===== src/hw/rtl/mcopt_pkg.sv =====
//------------------------------------------------------------------------------
// mcopt_pkg
// Types and constants shared by the multi-channel timer table.
//------------------------------------------------------------------------------
`default_nettype none

package mcopt_pkg;

  localparam int unsigned ID_W        = 16;
  localparam int unsigned CLK_W       = 40;
  localparam int unsigned PER_W       = 31;
  localparam int unsigned MAX_RESULTS = 16;
  localparam int unsigned FIRE_W      = $clog2(MAX_RESULTS + 1);
  localparam int unsigned REM_STEPS   = CLK_W - 1;
  localparam int unsigned REM_CNT_W   = $clog2(REM_STEPS + 1);

  // command codes
  localparam logic [1:0] CMD_ONESHOT  = 2'd0;
  localparam logic [1:0] CMD_PERIODIC = 2'd1;
  localparam logic [1:0] CMD_CLEAR    = 2'd2;
  localparam logic [1:0] CMD_TICK     = 2'd3;

  // result kinds
  localparam logic [1:0] KIND_SCHED     = 2'd0;
  localparam logic [1:0] KIND_CLEAR     = 2'd1;
  localparam logic [1:0] KIND_FIRED     = 2'd2;
  localparam logic [1:0] KIND_IDLE_TICK = 2'd3;

  typedef struct packed {
    logic [1:0]        command;
    logic signed [31:0] delay_us;
    logic [15:0]       target_id;
    logic [23:0]       tick_delta_us;
  } cmd_t;

  typedef struct packed {
    logic [1:0]  kind;
    logic [15:0] timer_id;
    logic        periodic;
    logic        failed;
    logic        last;
  } res_t;

  typedef struct packed {
    logic             valid;
    logic [ID_W-1:0]  id;
    logic [CLK_W-1:0] deadline;
    logic [PER_W-1:0] period;
  } entry_t;

  typedef enum logic [2:0] {
    CELL_HOLD,
    CELL_ROTATE,
    CELL_COMPACT,
    CELL_INSERT,
    CELL_KILL
  } cell_op_e;

  typedef struct packed {
    cell_op_e        op;
    logic [ID_W-1:0] cmp_id;
    entry_t          new_entry;
  } cell_ctrl_t;

  typedef enum logic [2:0] {
    ST_IDLE,
    ST_SEARCH,
    ST_SCAN,
    ST_DIV,
    ST_FLUSH,
    ST_COMPACT
  } state_e;

endpackage

`default_nettype wire


===== src/hw/rtl/mcopt_cell.sv =====
//------------------------------------------------------------------------------
// mcopt_cell
// One timer slot of the chain; shifts toward the head on rotate and compact.
//------------------------------------------------------------------------------
`default_nettype none

module mcopt_cell (
  input  wire logic                clk_i,
  input  wire logic                rst_ni,
  input  wire mcopt_pkg::cell_ctrl_t ctrl_i,
  input  wire mcopt_pkg::entry_t   nbr_i,
  input  wire logic                prev_valid_i,
  input  wire logic                hole_i,
  output logic                     hole_o,
  output mcopt_pkg::entry_t        entry_o,
  output logic                     match_o
);
  import mcopt_pkg::*;

  logic   valid_q, valid_d;
  entry_t data_q, data_d;

  assign match_o = valid_q && (data_q.id == ctrl_i.cmp_id);
  // a hole at or below this cell pulls the upper neighbor down
  assign hole_o  = hole_i | ~valid_q;

  always_comb begin
    entry_o       = data_q;
    entry_o.valid = valid_q;
  end

  always_comb begin
    valid_d = valid_q;
    data_d  = data_q;
    case (ctrl_i.op)
      CELL_ROTATE: begin
        valid_d = nbr_i.valid;
        data_d  = nbr_i;
      end
      CELL_COMPACT: begin
        if (hole_i || !valid_q) begin
          valid_d = nbr_i.valid;
          data_d  = nbr_i;
        end
      end
      CELL_INSERT: begin
        if (!valid_q && prev_valid_i) begin
          valid_d = 1'b1;
          data_d  = ctrl_i.new_entry;
        end
      end
      CELL_KILL: begin
        if (match_o) valid_d = 1'b0;
      end
      default: ;
    endcase
  end

  always_ff @(posedge clk_i or negedge rst_ni) begin
    if (!rst_ni) valid_q <= 1'b0;
    else         valid_q <= valid_d;
  end

  always_ff @(posedge clk_i) begin
    data_q <= data_d;
  end

endmodule

`default_nettype wire


===== src/hw/rtl/mcopt_rem.sv =====
//------------------------------------------------------------------------------
// mcopt_rem
// Bit-serial restoring remainder of a 39-bit lag by a 31-bit period.
//------------------------------------------------------------------------------
`default_nettype none

module mcopt_rem (
  input  wire logic                          clk_i,
  input  wire logic                          rst_ni,
  input  wire logic                          start_i,
  input  wire logic [mcopt_pkg::REM_STEPS-1:0] dividend_i,
  input  wire logic [mcopt_pkg::PER_W-1:0]   divisor_i,
  output logic                               done_o,
  output logic [mcopt_pkg::PER_W-1:0]        rem_o
);
  import mcopt_pkg::*;

  logic [REM_CNT_W-1:0] cnt_q;
  logic                 busy_q, done_q;
  logic [REM_STEPS-1:0] quo_q;
  logic [PER_W-1:0]     div_q, rem_q;
  logic [PER_W:0]       trial;
  logic [PER_W-1:0]     rem_next;

  assign trial    = {rem_q, quo_q[REM_STEPS-1]};
  assign rem_next = (trial >= {1'b0, div_q}) ? PER_W'(trial - {1'b0, div_q})
                                             : trial[PER_W-1:0];
  assign done_o   = done_q;
  assign rem_o    = rem_q;

  always_ff @(posedge clk_i or negedge rst_ni) begin
    if (!rst_ni) begin
      busy_q <= 1'b0;
      done_q <= 1'b0;
      cnt_q  <= '0;
    end else begin
      done_q <= 1'b0;
      if (start_i) begin
        busy_q <= 1'b1;
        cnt_q  <= REM_CNT_W'(REM_STEPS);
      end else if (busy_q) begin
        cnt_q <= cnt_q - 1'b1;
        if (cnt_q == REM_CNT_W'(1)) begin
          busy_q <= 1'b0;
          done_q <= 1'b1;
        end
      end
    end
  end

  always_ff @(posedge clk_i) begin
    if (start_i) begin
      quo_q <= dividend_i;
      div_q <= divisor_i;
      rem_q <= '0;
    end else if (busy_q) begin
      quo_q <= {quo_q[REM_STEPS-2:0], 1'b0};
      rem_q <= rem_next;
    end
  end

endmodule

`default_nettype wire


===== src/hw/rtl/multi_channel_oneshot_periodic_timer.sv =====
//------------------------------------------------------------------------------
// multi_channel_oneshot_periodic_timer
// Table of one-shot and periodic timers on a 40-bit microsecond clock.
//------------------------------------------------------------------------------
// Usage: drive cmd_i and raise start_i; the command transfers at a clock edge
// where start_i is high and busy_o is low. Results leave on res_o, one per
// res_valid_o cycle; res_o.last marks the final one of a command. There is no
// back-pressure on results.
// Slots live in a chain of cells kept packed in scheduling order.
// Schedule: with the table full the reply is a failure and the block stays
// ready; otherwise it searches past each id already in use, then inserts.
// A clear replies and, when the id is found, stays busy to compact. A tick
// rotates the whole chain once, running the bit-serial remainder unit for
// each periodic timer that fires, then flushes and compacts. One command is
// in flight at a time.
// Reset: clock at zero, next id one, all slots free; no clearing pass.
//------------------------------------------------------------------------------
`default_nettype none

module multi_channel_oneshot_periodic_timer #(
  parameter int unsigned TIMER_SLOTS = 16
) (
  input  wire logic          clk_i,
  input  wire logic          rst_ni,
  input  wire logic          start_i,
  input  wire mcopt_pkg::cmd_t cmd_i,
  output logic               busy_o,
  output logic               res_valid_o,
  output mcopt_pkg::res_t    res_o
);
  import mcopt_pkg::*;

  localparam int unsigned SCAN_W = $clog2(TIMER_SLOTS + 1);

  state_e              state_q, state_d;
  logic [CLK_W-1:0]    clock_q;
  logic [ID_W-1:0]     next_id_q, cand_q, cand_inc;
  logic [PER_W-1:0]    dly_q;
  logic                per_q;
  logic [SCAN_W-1:0]   scan_q;
  logic [FIRE_W-1:0]   fired_q;
  res_t                pend_q, res_q, emit_res, pend_res;
  logic                pend_v_q, res_v_q, emit, record;

  cell_ctrl_t          ctrl;
  entry_t              cells [TIMER_SLOTS];
  entry_t              tail;
  logic [TIMER_SLOTS-1:0] match, valid;
  logic [TIMER_SLOTS:0]   hole;

  logic                accept, full, hit, packed_ok, due, last_idx;
  logic [CLK_W-1:0]    behind, new_dl;
  logic                rem_start, rem_done;
  logic [PER_W-1:0]    rem;
  entry_t              head;

  // ---------------- cell chain ----------------
  assign hole[0] = 1'b0;
  for (genvar i = 0; i < TIMER_SLOTS; i++) begin : g_cell
    entry_t nbr;
    logic   prev_v;
    if (i == TIMER_SLOTS - 1) begin : g_tail
      assign nbr = tail;
    end else begin : g_mid
      assign nbr = cells[i+1];
    end
    if (i == 0) begin : g_first
      assign prev_v = 1'b1;
    end else begin : g_rest
      assign prev_v = cells[i-1].valid;
    end
    mcopt_cell u_cell (
      .clk_i        (clk_i),
      .rst_ni       (rst_ni),
      .ctrl_i       (ctrl),
      .nbr_i        (nbr),
      .prev_valid_i (prev_v),
      .hole_i       (hole[i]),
      .hole_o       (hole[i+1]),
      .entry_o      (cells[i]),
      .match_o      (match[i])
    );
    assign valid[i] = cells[i].valid;
  end

  always_comb begin
    packed_ok = 1'b1;
    for (int i = 0; i + 1 < TIMER_SLOTS; i++) begin
      if (!valid[i] && valid[i+1]) packed_ok = 1'b0;
    end
  end

  mcopt_rem u_rem (
    .clk_i      (clk_i),
    .rst_ni     (rst_ni),
    .start_i    (rem_start),
    .dividend_i (behind[REM_STEPS-1:0]),
    .divisor_i  (head.period),
    .done_o     (rem_done),
    .rem_o      (rem)
  );

  // ---------------- shared terms ----------------
  assign accept   = start_i && (state_q == ST_IDLE);
  assign busy_o   = (state_q != ST_IDLE);
  assign head     = cells[0];
  assign full     = valid[TIMER_SLOTS-1];
  assign hit      = |match;
  assign behind   = clock_q - head.deadline;
  assign due      = head.valid && !behind[CLK_W-1] && (fired_q != FIRE_W'(MAX_RESULTS));
  assign last_idx = (scan_q == SCAN_W'(TIMER_SLOTS - 1));
  assign new_dl   = clock_q + CLK_W'(head.period) - CLK_W'(rem);
  assign cand_inc = (cand_q == {ID_W{1'b1}}) ? ID_W'(1) : cand_q + 1'b1;

  // ---------------- next state ----------------
  always_comb begin
    state_d = state_q;
    case (state_q)
      ST_IDLE: begin
        if (accept) begin
          case (cmd_i.command)
            CMD_ONESHOT, CMD_PERIODIC: if (!full) state_d = ST_SEARCH;
            CMD_CLEAR:                 if (hit) state_d = ST_COMPACT;
            default:                   state_d = ST_SCAN;
          endcase
        end
      end
      ST_SEARCH:  if (!hit) state_d = ST_IDLE;
      ST_SCAN: begin
        if (due && head.period != '0) state_d = ST_DIV;
        else if (last_idx)            state_d = ST_FLUSH;
      end
      ST_DIV:     if (rem_done) state_d = last_idx ? ST_FLUSH : ST_SCAN;
      ST_FLUSH:   state_d = ST_COMPACT;
      ST_COMPACT: if (packed_ok) state_d = ST_IDLE;
      default:    state_d = ST_IDLE;
    endcase
  end

  // ---------------- outputs and cell control ----------------
  always_comb begin
    ctrl.op        = CELL_HOLD;
    ctrl.cmp_id    = cand_q;
    ctrl.new_entry = '{valid: 1'b1, id: cand_q,
                       deadline: clock_q + CLK_W'(dly_q),
                       period: per_q ? dly_q : '0};
    tail      = head;
    emit      = 1'b0;
    emit_res  = '0;
    record    = 1'b0;
    pend_res  = '0;
    rem_start = 1'b0;
    case (state_q)
      ST_IDLE: begin
        ctrl.cmp_id = cmd_i.target_id;
        if (accept) begin
          case (cmd_i.command)
            CMD_ONESHOT, CMD_PERIODIC: begin
              if (full) begin
                emit     = 1'b1;
                emit_res = '{kind: KIND_SCHED, timer_id: '0, periodic: 1'b0,
                             failed: 1'b1, last: 1'b1};
              end
            end
            CMD_CLEAR: begin
              ctrl.op  = CELL_KILL;
              emit     = 1'b1;
              emit_res = '{kind: KIND_CLEAR, timer_id: cmd_i.target_id,
                           periodic: 1'b0, failed: !hit, last: 1'b1};
            end
            default: ;
          endcase
        end
      end
      ST_SEARCH: begin
        if (!hit) begin
          ctrl.op  = CELL_INSERT;
          emit     = 1'b1;
          emit_res = '{kind: KIND_SCHED, timer_id: cand_q,
                       periodic: per_q && (dly_q != '0), failed: 1'b0, last: 1'b1};
        end
      end
      ST_SCAN: begin
        if (due && head.period != '0) begin
          rem_start = 1'b1;
        end else begin
          ctrl.op = CELL_ROTATE;
          if (due) begin
            tail.valid = 1'b0;
            record     = 1'b1;
            pend_res   = '{kind: KIND_FIRED, timer_id: head.id, periodic: 1'b0,
                           failed: 1'b0, last: 1'b0};
          end
        end
      end
      ST_DIV: begin
        if (rem_done) begin
          ctrl.op       = CELL_ROTATE;
          tail.deadline = new_dl;
          record        = 1'b1;
          pend_res      = '{kind: KIND_FIRED, timer_id: head.id, periodic: 1'b1,
                            failed: 1'b0, last: 1'b0};
        end
      end
      ST_FLUSH: begin
        emit = 1'b1;
        if (pend_v_q) begin
          emit_res      = pend_q;
          emit_res.last = 1'b1;
        end else begin
          emit_res = '{kind: KIND_IDLE_TICK, timer_id: '0, periodic: 1'b0,
                       failed: 1'b0, last: 1'b1};
        end
      end
      ST_COMPACT: begin
        tail = '0;
        if (!packed_ok) ctrl.op = CELL_COMPACT;
      end
      default: ;
    endcase
    // a newly fired timer pushes out the one held back
    if (record && pend_v_q) begin
      emit     = 1'b1;
      emit_res = pend_q;
    end
  end

  // ---------------- registers ----------------
  always_ff @(posedge clk_i or negedge rst_ni) begin
    if (!rst_ni) begin
      state_q   <= ST_IDLE;
      clock_q   <= '0;
      next_id_q <= ID_W'(1);
      res_v_q   <= 1'b0;
      pend_v_q  <= 1'b0;
      scan_q    <= '0;
      fired_q   <= '0;
    end else begin
      state_q <= state_d;
      res_v_q <= emit;
      if (accept && cmd_i.command == CMD_TICK) begin
        clock_q  <= clock_q + CLK_W'(cmd_i.tick_delta_us);
        scan_q   <= '0;
        fired_q  <= '0;
        pend_v_q <= 1'b0;
      end
      if (state_q == ST_SEARCH && !hit) next_id_q <= cand_inc;
      if (ctrl.op == CELL_ROTATE) scan_q <= scan_q + 1'b1;
      if (record) begin
        pend_v_q <= 1'b1;
        fired_q  <= fired_q + 1'b1;
      end
    end
  end

  always_ff @(posedge clk_i) begin
    res_q <= emit_res;
    if (record) pend_q <= pend_res;
    if (accept) begin
      cand_q <= (next_id_q == '0) ? ID_W'(1) : next_id_q;
      dly_q  <= cmd_i.delay_us[31] ? '0 : cmd_i.delay_us[PER_W-1:0];
      per_q  <= (cmd_i.command == CMD_PERIODIC);
    end else if (state_q == ST_SEARCH && hit) begin
      cand_q <= cand_inc;
    end
  end

  assign res_valid_o = res_v_q;
  assign res_o       = res_q;

  // ---------------- assertions ----------------
  a_idle_packed : assert property (@(posedge clk_i) disable iff (!rst_ni)
    state_q == ST_IDLE |-> packed_ok)
    else $error("timer table not packed while idle");

  a_fired_id : assert property (@(posedge clk_i) disable iff (!rst_ni)
    res_valid_o && res_o.kind == KIND_FIRED |-> res_o.timer_id != '0)
    else $error("fired timer carries id zero");

  a_empty_tick_last : assert property (@(posedge clk_i) disable iff (!rst_ni)
    res_valid_o && res_o.kind == KIND_IDLE_TICK |-> res_o.last)
    else $error("empty tick reply not marked last");

  a_rem_in_div : assert property (@(posedge clk_i) disable iff (!rst_ni)
    rem_done |-> state_q == ST_DIV)
    else $error("remainder finished outside reload");

endmodule

`default_nettype wire


===== config.mk =====
export PLATFORM = sky130hd
export DESIGN_NAME = multi_channel_oneshot_periodic_timer
export DESIGN_NICKNAME = d
export VERILOG_FILES = /design/src/hw/rtl/mcopt_pkg.sv /design/src/hw/rtl/mcopt_cell.sv /design/src/hw/rtl/mcopt_rem.sv /design/src/hw/rtl/multi_channel_oneshot_periodic_timer.sv
export SDC_FILE = /design/constraint.sdc
export NUM_CORES = 2
export LEC_CHECK = 0
export ABC_AREA = 1
export BUFFER_PORTS_ARGS = -buffer_cell sky130_fd_sc_hd__buf_2
export CAP_MARGIN = 20
export CORE_ASPECT_RATIO = 1.1
export CORE_MARGIN = 5
export CORE_UTILIZATION = 27
export CTS_BUF_LIST = sky130_fd_sc_hd__clkbuf_8 sky130_fd_sc_hd__clkbuf_16
export DETAILED_ROUTE_END_ITERATION = 6
export PLACE_DENSITY = 0.45
export SYNTH_ARGS = -nofsm -noshare
export SYNTH_HDL_FRONTEND = slang
export SYNTH_HIERARCHICAL = 1
export SYNTH_SLANG_ARGS = --single-unit

===== constraint.sdc =====
create_clock -name clk_i -period 12.23 [get_ports clk_i]
set_input_delay 0.6115 -clock clk_i [delete_from_list [all_inputs] [get_ports clk_i]]
set_output_delay 0.6115 -clock clk_i [all_outputs]
set_load 0.005 [all_outputs]

# Word-level counts from Yosys, hierarchy flattened
# Cells that the tools add are included.
[totals]
ff_bits = 1678
latch_bits = 0
mem_bits_rw = 0
romBits = 0
inputBits = 77
output_inout_bits = 23
elab_cells = 548
mem_count = 0
[classes]
addsub = 10
mul = 0
div_mod_pow = 0
order_cmp = 1
n_eq_ne = 87
n_shift = 0
mux = 196
n_bitwise = 29
n_reduce_logical = 135
[op_table]
columns = ["cell", "n"]
rows = [
  ["$pmux W87 S3", 16],
  ["$mux W87", 32],
  ["$eq A16 B16 Y1", 16],
  ["$mux W21", 5],
  ["$mux W16", 6],
  ["$ne A2 B1 Y1 const B", 47],
  ["$mux W31", 3],
  ["$mux W1", 83],
  ["$add A40 B31 Y40", 2],
  ["$pmux W40 S2", 1],
  ["$mux W39", 2],
  ["$pmux W1 S4", 16],
  ["$pmux W21 S3", 1],
  ["$reduce_bool A31 Y1", 2],
  ["$reduce_and A4 Y1", 15],
  ["$logic_and A1 B1 Y1", 55],
  ["$reduce_and A3 Y1", 16],
  ["$pmux W21 S2", 1],
  ["$add A40 B24 Y40", 1],
  ["$mux W40", 1],
  ["$pmux W20 S2", 1],
  ["$sub A40 B31 Y40", 1],
  ["$sub A40 B40 Y40", 1],
  ["$mux W3", 11],
  ["40 further kinds", 123],
]

# Logic depth before layout (Yosys ltp)
[depth]
depth_word = 22
depth_mapped = 37
depth_no_buf = 37

# By module
# The synthesis kept the hierarchy.
[by_module_without_submodules]
columns = ["mod", "instances", "cells_per_inst", "area_per_inst_um2", "seq_area_each_um2"]
rows = [
  ["mcopt_cell", 16, 313, 4256.6, 2637.5],
  ["multi_channel_oneshot_periodic_timer", 1, 2723, 17767.0, 4180.3],
  ["mcopt_rem", 1, 1011, 7164.4, 2922.8],
]

# Worst setup path before layout
# Ideal clock, no wire load.
[synth_path]
kind = "flip-flop to flip-flop"
start = "register cand_q[8]"
end = "register g_cell[0].u_cell.data_q, in the netlist g_cell[0].u_cell/entry_o[0], enable pin"
setup_time_ps = 457
arrival_time_ps = 8103
t_required_ps = 11773
path_slack_ps = 3670
path_stages_with_launch = 19
path_buffers = 0
synth_period_minus_slack_ps = 8560
cell_sequence = "edfxtp_1 > inv_1 > o21ai_0 > inv_1 > o21ai_0 > a21oi_1 > nand3_1 > nor4_1 > nor4_1 > and2_1 > nand2_1 > inv_1 > nand2_1 > nand2_1 > inv_1 > nand2_1 > inv_1 > a21oi_1 > o311a_1"
[synth_rtl]
columns = ["item", "line_no", "rtl"]
rows = [
  ["start: declaration", "multi_channel_oneshot_periodic_timer.sv:37", "logic [ID_W-1:0] next_id_q, cand_q, cand_inc;"],
  ["start signal: assignment", "multi_channel_oneshot_periodic_timer.sv:260", "cand_q <= (next_id_q == '0) ? ID_W'(1) : next_id_q;"],
  ["start signal: assignment", "multi_channel_oneshot_periodic_timer.sv:264", "cand_q <= cand_inc;"],
  ["end signal: assignment", "mcopt_cell.sv:65", "data_q <= data_d;"],
  ["end: declaration", "mcopt_cell.sv:21", "entry_t data_q, data_d;"],
]

==> key figures <==
Status
  – Status: complete, no violations

CTS
  – Clock sink count: 1675
  – Worst-Skew Late Latency: 890 ps
  – Setup bufs post-CTS: 0
  – H-tree levels: 4
  – Total CTS buffers: 191
  – CTS tree: built
  – Cells resized by post-CTS repair: 0
  – Clock tree buffer depth: 4
  – Clk slew on worst S/H paths: 70 ps
  – CTS Root Cell: clkbuf_16
  – Hold buffers post-CTS: 5

Timing
  – Final Critical Period: 7740 ps
  – Max Clk Rate: 129 MHz
  – Unrepaired setup endpoints after global routing: false
  – Relative slew slack: 25.5%
  – Final Skew: roughly 78 ps
  – Worst Tran Pin Value: 1120 ps
  – Setup Viol. Count Final: 0
  – Final period util: 63.3%
  – Setup TNS: 0 ps
  – Number of failing hold endpoints at the final stage: 0
  – Max Transition Viols Final: 0

Critical path
  – Slowest-stage cell, CP: o311a_4
  – CP endpoint kind: flip-flop
  – CP required: 12710 ps
  – CP most frequent cell: inv_1
  – Critical path start-end classification: flip-flop to flip-flop
  – WP buf/inv: 10
  – Startpoint Class: flip-flop
  – Worst Path Max Fanout: 53
  – R2R setup slack: 4490 ps
  – Worst r2r src: state_q[1]
  – FF-to-FF path depth: 25
  – Reg2reg end: g_cell[13].u_cell/entry_o[44]
  – Max stage delay on crit path: 890 ps
  – Arr. time, crit path: 8220 ps
  – CP top delay family: buffers and inverters

Routing
  – Via Count: approximately 64000
  – First-pass DRT Iterations: 5
  – Initial drt markers: 4948
  – Avg WL per Cell: around 24 um
  – Final wirelength: 332 mm
  – Antenna Nets Post-Route: 0
  – Drc violations: 0
  – Via density: 4.71

Place
  – IO Port Bufs: 99
  – RePlAce Congestion: 0.902
  – Post-detail-place hpwl: 235 mm

Floorplan
  – IO Pins: 100
  – Core area: roughly 340000 um2
  – # rows: ~230
  – Die footprint: 356000 um2
  – Die Y: 626 um
  – Chip Width: 570 um
  – Initial Util: 27.1%

Global routing
  – Vias in the first global route: 64500
  – Pin count of the biggest net entering global routing: 90
  – Grt total ovfl: 0
  – Initial antenna violation count: 23
  – All-Layer GR Usage: a little under a fifth
  – First-pass GRT wire length: 476 mm

Synthesis
  – Cell Area, Synth: 93000 um2
  – Syn avg cell area: roughly 11 um2
  – Yosys Warn Count: 6
  – Syn nets: 9032
  – Synth Instances: 8741

Min path
  – WHS Endpoint: res_o[7]
  – Hold path depth: 3
  – Hold path start: cmd_i[28]
  – HP Class: input port to flip-flop

Run
  – Maxcap violations: 0

Layout
  – FILL cells: 35300
  – Share of post-route cells with drive strength above 1: 22.9%
  – Final Net Count: 9216
  – Area delta synth->final: 13.4%
[metal layers]
metal / up-vias / global-route usage (%) / share of wire (%)
li1: 30100 / - / -
met4: 2 / 3.96 / 2.2
met1: 32100 / 26.3 / 48
met5: - / 0 / 0.0036
met3: 337 / 2.34 / 4.7
met2: 1637 / 28.8 / 45
[metrics by stage]
stage	area [um2]	hold slack (ps)	setup WS [ps]	cells	util, %
after floorplan	93000	316	3670	8741	-
after global placement	99500	480	4530	13300	28.9
after detailed placement	99500	486	4540	13300	28.9
after CTS	105000	4.83	4520	13600	30.7
after global routing	105000	46.6	3980	13600	30.7
final	105000	85.4	4490	13600	30.7
[flip-flops by register name, indices dropped and copies added, names as in the netlist, 6 cells and up]
name                   flops
g_cell.u_cell/entry_o   1392
clock_q                   40
u_rem/quo_q               39
dly_q                     31
u_rem/div_q               31
u_rem/rem_o               31
res_o                     21
pend_q                    18
cand_q                    16
g_cell.u_cell/valid_q     16
next_id_q                 16
u_rem/cnt_q                6
[layout by cell type (no fill, tap or decap), types with 17 or more instances in the layout]
| master | n |
|---|---|
| ha_1 | 179 |
| nor2_4 | 27 |
| nand4_1 | 103 |
| clkinv_1 | 39 |
| o21ai_0 | 284 |
| mux2_2 | 1248 |
| inv_1 | 1362 |
| fa_1 | 35 |
| o21ai_1 | 24 |
| nor4_1 | 39 |
| nor2_1 | 665 |
| a21o_1 | 21 |
| a31oi_1 | 29 |
| nor3b_1 | 17 |
| dfrtp_1 | 94 |
| xor2_1 | 59 |
| dfxtp_1 | 52 |
| clkbuf_16 | 194 |
| o22ai_1 | 20 |
| xnor2_1 | 68 |
| xor2_2 | 24 |
| nand3_1 | 253 |
| inv_2 | 31 |
| nand2_2 | 20 |
| mux2_4 | 144 |
| o21ai_2 | 18 |
| edfxtp_1 | 1528 |
| o21bai_1 | 18 |
| nand2_1 | 1718 |
| a21oi_1 | 218 |
| buf_2 | 98 |
| buf_4 | 113 |
| clkinv_2 | 22 |
| nand3b_1 | 30 |
| nor3_1 | 61 |
[worst reg2reg max path, stage by stage (launching register included)]
cell and delay, ps:
dfrtp_1 420, nor2_1 160, inv_1 110, nor2_4 90, buf_4 420, nand2_1 210
o21ai_4 90, buf_4 430, inv_1 130, o21ai_0 340, nor3_1 80, nand4_1 90
nor4_1 100, nor4_1 750, and2_1 240, nand2_1 200, inv_1 160, nand2_1 130
inv_1 380, nor2_1 230, inv_1 100, buf_4 470, inv_2 210, a21oi_1 240
o311a_4 890, buf_4 710
[worst max-delay path by stage]
stage / end / from / depth (start not counted) / slack (ps)
finish: g_cell[13].u_cell/entry_o[44] / state_q[1] / 25 / 4490
global route: g_cell[13].u_cell/entry_o[60] / state_q[1] / 25 / 3980
CTS: g_cell[13].u_cell/entry_o[44] / state_q[1] / 25 / 4520
detailed placement: g_cell[13].u_cell/entry_o[44] / state_q[1] / 25 / 4540
global placement: g_cell[11].u_cell/entry_o[4] / state_q[1] / 25 / 4530
floorplan: g_cell[0].u_cell/entry_o[0] / cand_q[8] / 18 / 3670
[cell type report]
| cell class | count | area (um2) | area share (%) |
|---|---|---|---|
| antenna | 11 | 27.5 | 0.0261 |
| clock buffer | 203 | 4980 | 4.72 |
| clock inverter | 129 | 937 | 0.889 |
| inverter | 1362 | 5110 | 4.85 |
| multi-input combinational | 5479 | 38000 | 36.0 |
| sequential | 1675 | 49300 | 46.7 |
| tap | 4560 | 5710 | 5.41 |
| timing repair buffer | 216 | 1390 | 1.32 |
Power is not shown: default switching activity piles up to over one toggle a cycle in this logic, so the estimate is an artifact.
